**src/hw/rtl/utf8_strict_terminated_check_core_macros.svh**
```systemverilog
// Assertion macros shared by the RTL of the UTF-8 checker.
`ifndef UTF8_STRICT_TERMINATED_CHECK_CORE_MACROS_SVH
`define UTF8_STRICT_TERMINATED_CHECK_CORE_MACROS_SVH

// Check a property on every rising clock edge outside reset.
`define UTF8STC_ASSERT(label, prop, msg) \
  label: assert property (@(posedge clk_i) disable iff (!rst_ni) prop) else $error(msg);

// Check that post holds in the cycle after pre.
`define UTF8STC_ASSERT_NEXT(label, pre, post, msg) \
  `UTF8STC_ASSERT(label, pre |=> post, msg)

`endif

```
**src/hw/rtl/utf8stc_pkg.sv**
```systemverilog
package utf8stc_pkg;

  localparam logic [2:0] ERR_NONE      = 3'd0;
  localparam logic [2:0] ERR_NO_TERM   = 3'd1;
  localparam logic [2:0] ERR_BAD_LEAD  = 3'd2;
  localparam logic [2:0] ERR_BAD_CONT  = 3'd3;
  localparam logic [2:0] ERR_OVERLONG  = 3'd4;
  localparam logic [2:0] ERR_SURROGATE = 3'd5;
  localparam logic [2:0] ERR_ABOVE_MAX = 3'd6;

  localparam logic [1:0] CLS_NONE  = 2'd0;
  localparam logic [1:0] CLS_TWO   = 2'd1;
  localparam logic [1:0] CLS_THREE = 2'd2;
  localparam logic [1:0] CLS_FOUR  = 2'd3;

  localparam logic [20:0] CP_MIN_TWO   = 21'h000080;
  localparam logic [20:0] CP_MIN_THREE = 21'h000800;
  localparam logic [20:0] CP_MIN_FOUR  = 21'h010000;
  localparam logic [20:0] CP_MAX       = 21'h10FFFF;
  localparam logic [20:0] SURR_LO      = 21'h00D800;
  localparam logic [20:0] SURR_HI      = 21'h00DFFF;

  localparam logic [7:0] LEN_MAX = 8'hFF;

  // Decoder state carried from one byte to the next
  typedef struct packed {
    logic [1:0]  pend;
    logic [20:0] cp;
    logic [1:0]  cls;
    logic        term;
    logic [2:0]  err;
    logic [7:0]  len;
  } state_t;

endpackage

```
**src/hw/rtl/utf8stc_step.sv**
```systemverilog
module utf8stc_step (
  input  utf8stc_pkg::state_t state_i,
  input  logic [7:0]          byte_i,
  input  logic                en_i,
  output utf8stc_pkg::state_t state_o
);

  logic [20:0] cp_ext;
  logic [20:0] cp_min;
  logic [2:0]  fin_err;

  assign cp_ext = {state_i.cp[14:0], byte_i[5:0]};

  always_comb begin
    case (state_i.cls)
      utf8stc_pkg::CLS_TWO:   cp_min = utf8stc_pkg::CP_MIN_TWO;
      utf8stc_pkg::CLS_THREE: cp_min = utf8stc_pkg::CP_MIN_THREE;
      default:                cp_min = utf8stc_pkg::CP_MIN_FOUR;
    endcase
  end

  // Overlong first, then range, then surrogate
  always_comb begin
    if (cp_ext < cp_min) begin
      fin_err = utf8stc_pkg::ERR_OVERLONG;
    end else if (cp_ext > utf8stc_pkg::CP_MAX) begin
      fin_err = utf8stc_pkg::ERR_ABOVE_MAX;
    end else if (cp_ext >= utf8stc_pkg::SURR_LO && cp_ext <= utf8stc_pkg::SURR_HI) begin
      fin_err = utf8stc_pkg::ERR_SURROGATE;
    end else begin
      fin_err = utf8stc_pkg::ERR_NONE;
    end
  end

  always_comb begin
    state_o = state_i;
    if (en_i) begin
      if (byte_i == 8'h00) begin
        state_o.term = 1'b1;
        if (state_i.pend != 2'd0 && state_i.err == utf8stc_pkg::ERR_NONE) begin
          state_o.err = utf8stc_pkg::ERR_BAD_CONT;
        end
        state_o.pend = 2'd0;
      end else begin
        if (state_i.len != utf8stc_pkg::LEN_MAX) begin
          state_o.len = state_i.len + 8'd1;
        end
        if (state_i.err == utf8stc_pkg::ERR_NONE) begin
          if (state_i.pend != 2'd0) begin
            if (byte_i[7:6] != 2'b10) begin
              state_o.err  = utf8stc_pkg::ERR_BAD_CONT;
              state_o.pend = 2'd0;
            end else if (state_i.pend == 2'd1) begin
              // last continuation: close the sequence
              state_o.err  = fin_err;
              state_o.pend = 2'd0;
              state_o.cls  = utf8stc_pkg::CLS_NONE;
              state_o.cp   = 21'd0;
            end else begin
              state_o.cp   = cp_ext;
              state_o.pend = state_i.pend - 2'd1;
            end
          end else if (byte_i[7] == 1'b0) begin
            state_o.pend = 2'd0;
          end else if (byte_i[7:5] == 3'b110) begin
            state_o.cls  = utf8stc_pkg::CLS_TWO;
            state_o.pend = 2'd1;
            state_o.cp   = {16'd0, byte_i[4:0]};
          end else if (byte_i[7:4] == 4'b1110) begin
            state_o.cls  = utf8stc_pkg::CLS_THREE;
            state_o.pend = 2'd2;
            state_o.cp   = {17'd0, byte_i[3:0]};
          end else if (byte_i[7:3] == 5'b11110) begin
            state_o.cls  = utf8stc_pkg::CLS_FOUR;
            state_o.pend = 2'd3;
            state_o.cp   = {18'd0, byte_i[2:0]};
          end else begin
            state_o.err = utf8stc_pkg::ERR_BAD_LEAD;
          end
        end
      end
    end
  end

endmodule

```
**src/hw/rtl/utf8_strict_terminated_check_core.sv**
```systemverilog
// Streaming strict UTF-8 check of a NUL-terminated buffer. One byte enters per
// item and one item can be accepted in every cycle while the input does not
// stall. The final byte sits in the input register, and its verdict is loaded
// into the result register when that byte advances. The throughput of one byte
// per cycle is set by the decoder state update, which is combinational from the
// input register. A final byte is held in the input register while an earlier
// result is still waiting to be taken, and the input stalls for that time. Only
// the first MAX_BYTES bytes of a buffer are examined; a NUL after them counts
// as no terminator. One result item is produced per buffer, on its final byte.
`include "utf8_strict_terminated_check_core_macros.svh"

module utf8_strict_terminated_check_core #(
  parameter int unsigned MAX_BYTES = 256
) (
  input  logic       clk_i,
  input  logic       rst_ni,
  input  logic       in_valid_i,
  output logic       in_ready_o,
  input  logic [7:0] data_byte_i,
  input  logic       is_final_i,
  output logic       out_valid_o,
  input  logic       out_ready_i,
  output logic       valid_res_o,
  output logic [7:0] text_length_o,
  output logic [2:0] error_kind_o
);

  localparam int unsigned PosW = $clog2(MAX_BYTES + 1);
  localparam logic [PosW-1:0] PosMax = PosW'(MAX_BYTES);

  logic                stg_valid_q;
  logic [7:0]          stg_byte_q;
  logic                stg_final_q;
  logic                stg_adv;
  logic                in_acc;
  logic                examine;
  logic [PosW-1:0]     pos_q;
  logic [PosW-1:0]     pos_d;
  utf8stc_pkg::state_t state_q;
  utf8stc_pkg::state_t state_d;
  utf8stc_pkg::state_t step_st;
  logic                out_valid_q;
  logic                res_valid_q;
  logic [7:0]          res_len_q;
  logic [2:0]          res_err_q;

  // a final byte waits while the result register is still occupied
  assign stg_adv    = stg_valid_q && (!stg_final_q || !out_valid_q || out_ready_i);
  assign in_ready_o = !stg_valid_q || stg_adv;
  assign in_acc     = in_valid_i && in_ready_o;
  assign examine    = (pos_q < PosMax) && !state_q.term;

  utf8stc_step u_step (
    .state_i (state_q),
    .byte_i  (stg_byte_q),
    .en_i    (examine),
    .state_o (step_st)
  );

  always_comb begin
    state_d = state_q;
    pos_d   = pos_q;
    if (stg_adv) begin
      if (stg_final_q) begin
        state_d = '0;
        pos_d   = '0;
      end else begin
        state_d = step_st;
        if (pos_q < PosMax) begin
          pos_d = pos_q + PosW'(1);
        end
      end
    end
  end

  always_ff @(posedge clk_i or negedge rst_ni) begin
    if (!rst_ni) begin
      stg_valid_q <= 1'b0;
      state_q     <= '0;
      pos_q       <= '0;
      out_valid_q <= 1'b0;
    end else begin
      if (in_acc) begin
        stg_valid_q <= 1'b1;
      end else if (stg_adv) begin
        stg_valid_q <= 1'b0;
      end
      state_q <= state_d;
      pos_q   <= pos_d;
      if (stg_adv && stg_final_q) begin
        out_valid_q <= 1'b1;
      end else if (out_ready_i) begin
        out_valid_q <= 1'b0;
      end
    end
  end

  always_ff @(posedge clk_i) begin
    if (in_acc) begin
      stg_byte_q  <= data_byte_i;
      stg_final_q <= is_final_i;
    end
    if (stg_adv && stg_final_q) begin
      if (!step_st.term) begin
        res_valid_q <= 1'b0;
        res_len_q   <= 8'd0;
        res_err_q   <= utf8stc_pkg::ERR_NO_TERM;
      end else begin
        res_valid_q <= (step_st.err == utf8stc_pkg::ERR_NONE);
        res_len_q   <= step_st.len;
        res_err_q   <= step_st.err;
      end
    end
  end

  assign out_valid_o   = out_valid_q;
  assign valid_res_o   = res_valid_q;
  assign text_length_o = res_len_q;
  assign error_kind_o  = res_err_q;

  `UTF8STC_ASSERT(a_pass_no_err,
    out_valid_o && valid_res_o |-> error_kind_o == utf8stc_pkg::ERR_NONE,
    "pass verdict with an error code")
  `UTF8STC_ASSERT(a_noterm_len,
    out_valid_o && error_kind_o == utf8stc_pkg::ERR_NO_TERM |-> text_length_o == 8'd0,
    "length set without terminator")
  `UTF8STC_ASSERT_NEXT(a_clear, stg_adv && stg_final_q,
    state_q == '0 && pos_q == '0,
    "state not cleared after final item")
  `UTF8STC_ASSERT(a_pend_cls,
    state_q.pend != 2'd0 |-> state_q.cls != 2'd0 && state_q.pend <= state_q.cls,
    "pending count beyond sequence class")
  `UTF8STC_ASSERT(a_err_idle,
    state_q.err != utf8stc_pkg::ERR_NONE |-> state_q.pend == 2'd0,
    "decoding continues after error")

endmodule
```
**config.mk**
```make
export PLATFORM = sky130hd
export DESIGN_NAME = utf8_strict_terminated_check_core
export DESIGN_NICKNAME = d
export VERILOG_FILES = /design/src/hw/rtl/utf8stc_pkg.sv /design/src/hw/rtl/utf8stc_step.sv /design/src/hw/rtl/utf8_strict_terminated_check_core.sv
export VERILOG_INCLUDE_DIRS = /design/src /design/src/hw/rtl
export SDC_FILE = /design/constraint.sdc
export NUM_CORES = 1
export LEC_CHECK = 0
export ABC_AREA = 1
export CAP_MARGIN = 10
export CELL_PAD_IN_SITES_DETAIL_PLACEMENT = 1
export CELL_PAD_IN_SITES_GLOBAL_PLACEMENT = 1
export CORE_ASPECT_RATIO = 2
export CORE_MARGIN = 2
export CORE_UTILIZATION = 49
export DETAILED_ROUTE_END_ITERATION = 7
export DONT_BUFFER_PORTS = 1
export PLACE_DENSITY = 0.77
export SLEW_MARGIN = 20
export SYNTH_ARGS = -nofsm -noshare
export SYNTH_HDL_FRONTEND = slang
export SYNTH_HIERARCHICAL = 1
export SYNTH_SLANG_ARGS = --single-unit
```
**constraint.sdc**
```tcl
create_clock -name clk_i -period 3 [get_ports clk_i]
set_clock_uncertainty 0.1 [all_clocks]
set_input_delay 0 -clock clk_i [delete_from_list [all_inputs] [get_ports clk_i]]
set_output_delay 0 -clock clk_i [all_outputs]
set_load 0.01 [all_outputs]
```
==> metrics.txt, run 1 <==
Crit path required time 3.08 ns; Max Cap Violations 0; Overflow after GRT 0; critical path type reg2reg; maximum vdd drop 0.5502 mV; slew at the pin with the worst max-slew slack 0.5186 ns; final setup fails 0; multi-input logic area 0.001539 mm²; unrepaired setup endpoints after global routing false; clk buf depth 2; CP Launch Type register; dpl hpwl 5.950 mm; Fill cells 835; clk slew on worst S/H paths 0.06 ns; CTS H-Tree Depth 3; die height 125.0 µm; Residual DRC 0; power per cell area 724.3 mW/mm²; layout net count 447; first-pass GRT wire length 15.04 mm; post_cts resized 0; Root Buffer clkbuf_16; syn_nets 430; port bufs 0; num rows 44; drt wl/cell 17.06 µm; Setup WS post-layout 0.5818 ns; Pre-antenna DRT Iters 5; Worst slew margin 65.39%; Final Hold Viols 0; fin crit share 80.61%; Tmin final 2.418 ns; Final Cell Area 0.004076 mm²; number of buffers added for setup after CTS 0; final setup TNS 0 ns; CTS tree built; DRT iter0 DRCs 166; die area 0.008060 mm²; chip width 64.49 µm; Reg area 0.001682 mm²; synthesized cell area 0.003586 mm²; fmax 413.5 MHz; Core Area 0.007157 mm²; via count 2911; Area after DPL 0.003637 mm²; io pins 27; mean post-synth cell area 8.768 µm²; routability cong. 0.8298; CTS Sinks 63; Crit. End Element register; Detailed Route WL 8.924 mm; Mapped Cells 409; Num CTS Buffers 9; initial antenna violation count 0; Starting Density 50.10%; Leakage 1.938 nW; Antenna Cells 0; final antenna-violating net count 0; layout cells sized above 1 10.90%; reg2reg path depth 17; vias in the first global route 3168; HP Class in2async; largest fanout on the critical path 4; worst slack at placement 0.6900 ns; post-DR vias/cell 5.566; largest net degree at the start of global routing 43; Ys Warns 6; run status finished clean; synthesis-to-finish area growth 13.68%; Worst Path Arrival 2.50 ns; Tot GR Track Use 24.38%; final slew viol count 0; Worst-Skew Late Latency 0.34 ns
-- critical path: stages, from the launching register on --
cell	delay, ns
dfrtp_1	0.39
inv_1	0.06
ha_1	0.27
inv_1	0.04
ha_1	0.31
a21oi_1	0.16
o21ai_0	0.10
nor2_1	0.11
nand2_1	0.09
nand4_1	0.08
nand2_1	0.06
nand2_1	0.05
nand2_1	0.06
nand2_1	0.07
nand2_1	0.05
inv_1	0.07
nand2_1	0.07
nor3_1	0.13
-- state kept, by name (all words and copies together), names as in the netlist --
name           cells
stg_final_q        1
text_length_o      8
valid_res_o        1
stg_valid_q        1
state_q           31
pos_q              9
stg_byte_q         8
error_kind_o       3
out_valid_o        1
-- repair_timing --
| action | CTS | global route |
|---|---|---|
| hold buffers | 14 | 0 |
| setup endpoints to repair | 0 | 0 |
| hold endpoints to repair | 56 | 0 |
-- final cells by class --
class / instances / share of cell area [%]
clock buffer: 11 / 5.709
inverter: 73 / 6.845
sequential: 63 / 41.25
multi-input combinational: 262 / 37.75
tap: 92 / 2.824
timing repair buffer: 17 / 4.420
clock inverter: 5 / 1.197
-- cell usage in the layout, fill, tap and decap left out, types with 13 or more instances in the layout --
cell	count
edfxtp_1	21
nand2_1	86
nand3_1	20
a22o_1	29
dfrtp_1	42
o21ai_0	18
inv_1	67
dlygate4sd3_1	13
nor2_1	35
-- worst paths after layout --
path,from,endpoint,slack (ns)
worst max-delay path,state_q[12]$_DFFE_PN0P_,valid_res_o$_SDFFCE_PN0P_,0.58
worst min-delay path,rst_ni,state_q[27]$_DFFE_PN0P_,0.06
worst max register to register,state_q[12]$_DFFE_PN0P_,valid_res_o$_SDFFCE_PN0P_,0.58
worst min register to register,pos_q[8]$_DFFE_PN0P_,pos_q[0]$_DFFE_PN0P_,0.40
max in group asynchronous,rst_ni,state_q[35]$_DFFE_PN0P_,2.51
min in group clk_i,data_byte_i[5],stg_byte_q[5]$_DFFE_PP_,0.20
-- per-stage QoR --
stage | std cells | hold slack (ns) | power (W) | util [%]
floorplan | 409 | -0.3956 | 0.001757 | -
global placement | 493 | -0.3944 | 0.001870 | 50.82
detailed placement | 493 | -0.3946 | 0.001913 | 50.82
CTS | 523 | 0.04974 | 0.002965 | 56.96
global route | 523 | 0.09227 | 0.003100 | 56.96
finish | 523 | 0.06413 | 0.002953 | 56.96
-- report_power, final --
| part | switching [W] | internal, W |
|---|---|---|
| Sequential | 0.0000972 | 0.000976 |
| Combinational | 0.000576 | 0.000297 |
| Clock | 0.000370 | 0.000635 |
-- layer usage --
metal | vias to the layer above | wire length, µm | track usage [%]
met3 | 17 | 211 | 4.317
li1 | 1399 | - | -
met1 | 1433 | 3657 | 27.53
met5 | - | 0 | 0
met2 | 62 | 4846 | 43.69
met4 | 0 | 208 | 10.89
(Power assumes the default switching activity.)
==> inputs of run 2 (changes only) <==
--- a/config.mk
+++ b/config.mk
@@ -12,10 +12,10 @@
 export CELL_PAD_IN_SITES_GLOBAL_PLACEMENT = 1
 export CORE_ASPECT_RATIO = 2
 export CORE_MARGIN = 2
-export CORE_UTILIZATION = 49
+export CORE_UTILIZATION = 44
 export DETAILED_ROUTE_END_ITERATION = 7
 export DONT_BUFFER_PORTS = 1
-export PLACE_DENSITY = 0.77
+export PLACE_DENSITY = 0.73
 export SLEW_MARGIN = 20
 export SYNTH_ARGS = -nofsm -noshare
 export SYNTH_HDL_FRONTEND = slang
==> constraint.sdc (replaced) <==
create_clock -name clk_i -period 2.2 [get_ports clk_i]
set_clock_uncertainty 0.1 [all_clocks]
set_input_delay 0 -clock clk_i [delete_from_list [all_inputs] [get_ports clk_i]]
set_output_delay 0 -clock clk_i [all_outputs]
set_load 0.01 [all_outputs]
==> metrics.txt, run 2 (same netlist as run 1, synthesis figures left out) <==
Crit path required time 2.19 ns (-0.89 ns); synthesis-to-finish area growth 18.88%; routed wl met2 5.940 mm (+23%); final setup TNS 0 ns (unchanged); die area 0.008932 mm² (+11%); Starting Density 45.15% (-5.0 points); clk buf depth 2 (unchanged); vias in the first global route 3369 (+6.3%); layout net count 459 (+2.7%); clk slew on worst S/H paths 0.05 ns (about the same); Num CTS Buffers 9 (unchanged); Final Cell Area 0.004263 mm² (+4.6%); Crit. End Element register; CTS Sinks 63 (unchanged); DRT iter0 DRCs 114 (-31%); routability cong. 0.8101 (-2.4%); io pins 27 (unchanged); largest net degree at the start of global routing 43 (unchanged); final antenna-violating net count 0 (unchanged); Tot GR Track Use 25.42% (+1.0 points); crit-path most repeated cell nand2_1; Final Hold Viols 0 (unchanged); port bufs 0 (unchanged); Largest Register state_q; sequence of cells on the critical path ha_4 -> inv_2 -> ha_4 -> nand2_2 -> o21ai_2 -> nor2_2 -> nand2_2 -> nand4_1 -> nand2_1 -> nand2_1 -> nand2_1 -> nand2_1 -> nand2_1 -> inv_2 -> nand2_2 -> nor3_2; maximum vdd drop 0.6070 mV (+10%); Worst Path Arrival 2.14 ns (-0.36 ns); chip width 67.84 µm (+5.2%); Largest regs state_q (31), pos_q (9); final setup fails 0 (unchanged); CTS tree built; die height 131.7 µm (+5.4%); post-DR vias/cell 5.620 (+0.96%); fin crit share 98.04% (+17 points); Fill cells 938 (+12%); Detailed Route WL 10.05 mm (+13%); CP max stage delay 0.41 ns (+0.02 ns); first-pass GRT wire length 16.70 mm (+11%); Max Cap Violations 0 (unchanged); via count 3029 (+4.1%); initial antenna violation count 0 (unchanged); most frequent cells in the layout nand2_1 (82), inv_1 (63), dfrtp_1 (42); Tmin final 2.157 ns (-0.2614 ns); M1 wire length 3.423 mm (-6.4%); dpl hpwl 7.011 mm (+18%); critical path type reg2reg; unrepaired setup endpoints after global routing true; layout cells sized above 1 17.38% (+6.5 points); commonest non-fill, non-tap cell in the layout nand2_1; HP Class in2async; slew at the pin with the worst max-slew slack 0.4833 ns (-0.03528 ns); Area after DPL 0.003717 mm² (+2.2%); Worst-Skew Late Latency 0.33 ns (about the same); Power, Total 0.004193 W (+42%); Core Area 0.007943 mm² (+11%); Hold WS 0.05241 ns (-0.01172 ns); drt wl/cell 18.65 µm (+9.3%); Pre-antenna DRT Iters 4 (-1); Residual DRC 0 (unchanged); Root Buffer clkbuf_16; worst slack at placement -0.04763 ns (-0.7377 ns); num rows 46 (+4.5%); R2R setup slack 0.04 ns (-0.54 ns); CTS H-Tree Depth 3 (unchanged); Antenna Cells 0 (unchanged); RR Startpoint state_q[13]$_DFFE_PN0P_; power per cell area 983.5 mW/mm² (+36%); CP Launch Type register; Setup WS post-layout 0.04318 ns (-0.5386 ns); reg2reg path depth 16 (-1); run status finished clean; Leakage 2.010 nW (+3.7%); fmax 463.6 MHz (+12%); final slew viol count 0 (unchanged); Worst slew margin 67.74% (+2.4 points); WL met3 196 µm (-7.1%); FF-to-FF End valid_res_o$_SDFFCE_PN0P_; Overflow after GRT 0 (unchanged); max FFs per register 31 (unchanged); Max Used Layer met4; crit path max-delay cell type dfrtp_1; largest fanout on the critical path 3 (-1)
==> run 2: cell count changes in the layout (fill, tap and decap cells not counted), sizes merged <==
cell  previous run  this run
buf              4        16
==> run 2: stage by stage <==
| step | utilization (%) | cells |
|---|---|---|
| after detailed placement | 46.80 | 507 |
| after global routing | 53.67 | 539 |
| final | 53.67 | 539 |
| after floorplan | - | 409 |
| after CTS | 52.65 | 537 |
| after global placement | 46.80 | 507 |
==> run 2: metal layers <==
metal  global-route usage (%)  vias up
met5                        0        -
met4                    12.89        0
met3                    5.223       33
met2                    47.49       41
met1                    24.40     1533
li1                         -     1422
==> run 2: how the worst max path moves through the flow <==
stage / startpoint / to / slack [ns] / cells past startpoint
2_1_floorplan: state_q[12]$_DFFE_PN0P_ / valid_res_o$_SDFFCE_PN0P_ / 0.12 / 17
4_1_cts: state_q[12]$_DFFE_PN0P_ / valid_res_o$_SDFFCE_PN0P_ / 0.03 / 17
5_1_grt: state_q[13]$_DFFE_PN0P_ / valid_res_o$_SDFFCE_PN0P_ / -0.11 / 16
6_report: state_q[13]$_DFFE_PN0P_ / valid_res_o$_SDFFCE_PN0P_ / 0.04 / 16
3_5_place_dp: state_q[12]$_DFFE_PN0P_ / valid_res_o$_SDFFCE_PN0P_ / -0.05 / 17
3_3_place_gp: state_q[12]$_DFFE_PN0P_ / valid_res_o$_SDFFCE_PN0P_ / 0.06 / 17
==> run 2: area by class of cell <==
type                    instances  area [µm²]  area share (%)
flip-flops and latches         63        1682           39.45
multi-input cells             262        1622           38.04
inverters                      73       279.0           6.545
repair buffers                 29       270.3           6.340
clock buffers                  11       242.7           5.694
well taps                      96       120.1           2.818
clock inverters                 5       47.55           1.115
==> run 2: repair_timing <==
item                                    CTS  global route
pin swaps                                 1             7
hold endpoints to repair                 63             0
setup buffers                             0             2
gates resized for setup                   3            20
endpoints found under the setup margin    2            16
hold buffers                             14             0
==> run 2: critical path: cells and delay by family, from the launching register on <==
kind / cells / cell delay, ns
flops: 1 / 0.41
compound gates: 1 / 0.15
buf+inv: 2 / 0.08
fa+ha+maj: 2 / 0.54
simple gates: 11 / 0.63
==> run 2: where the power goes <==
part           internal [W]  switching, W  leakage (nW)
clock network      0.000895      0.000502         0.144
logic              0.000481      0.000850          1.09
registers           0.00133      0.000133         0.773
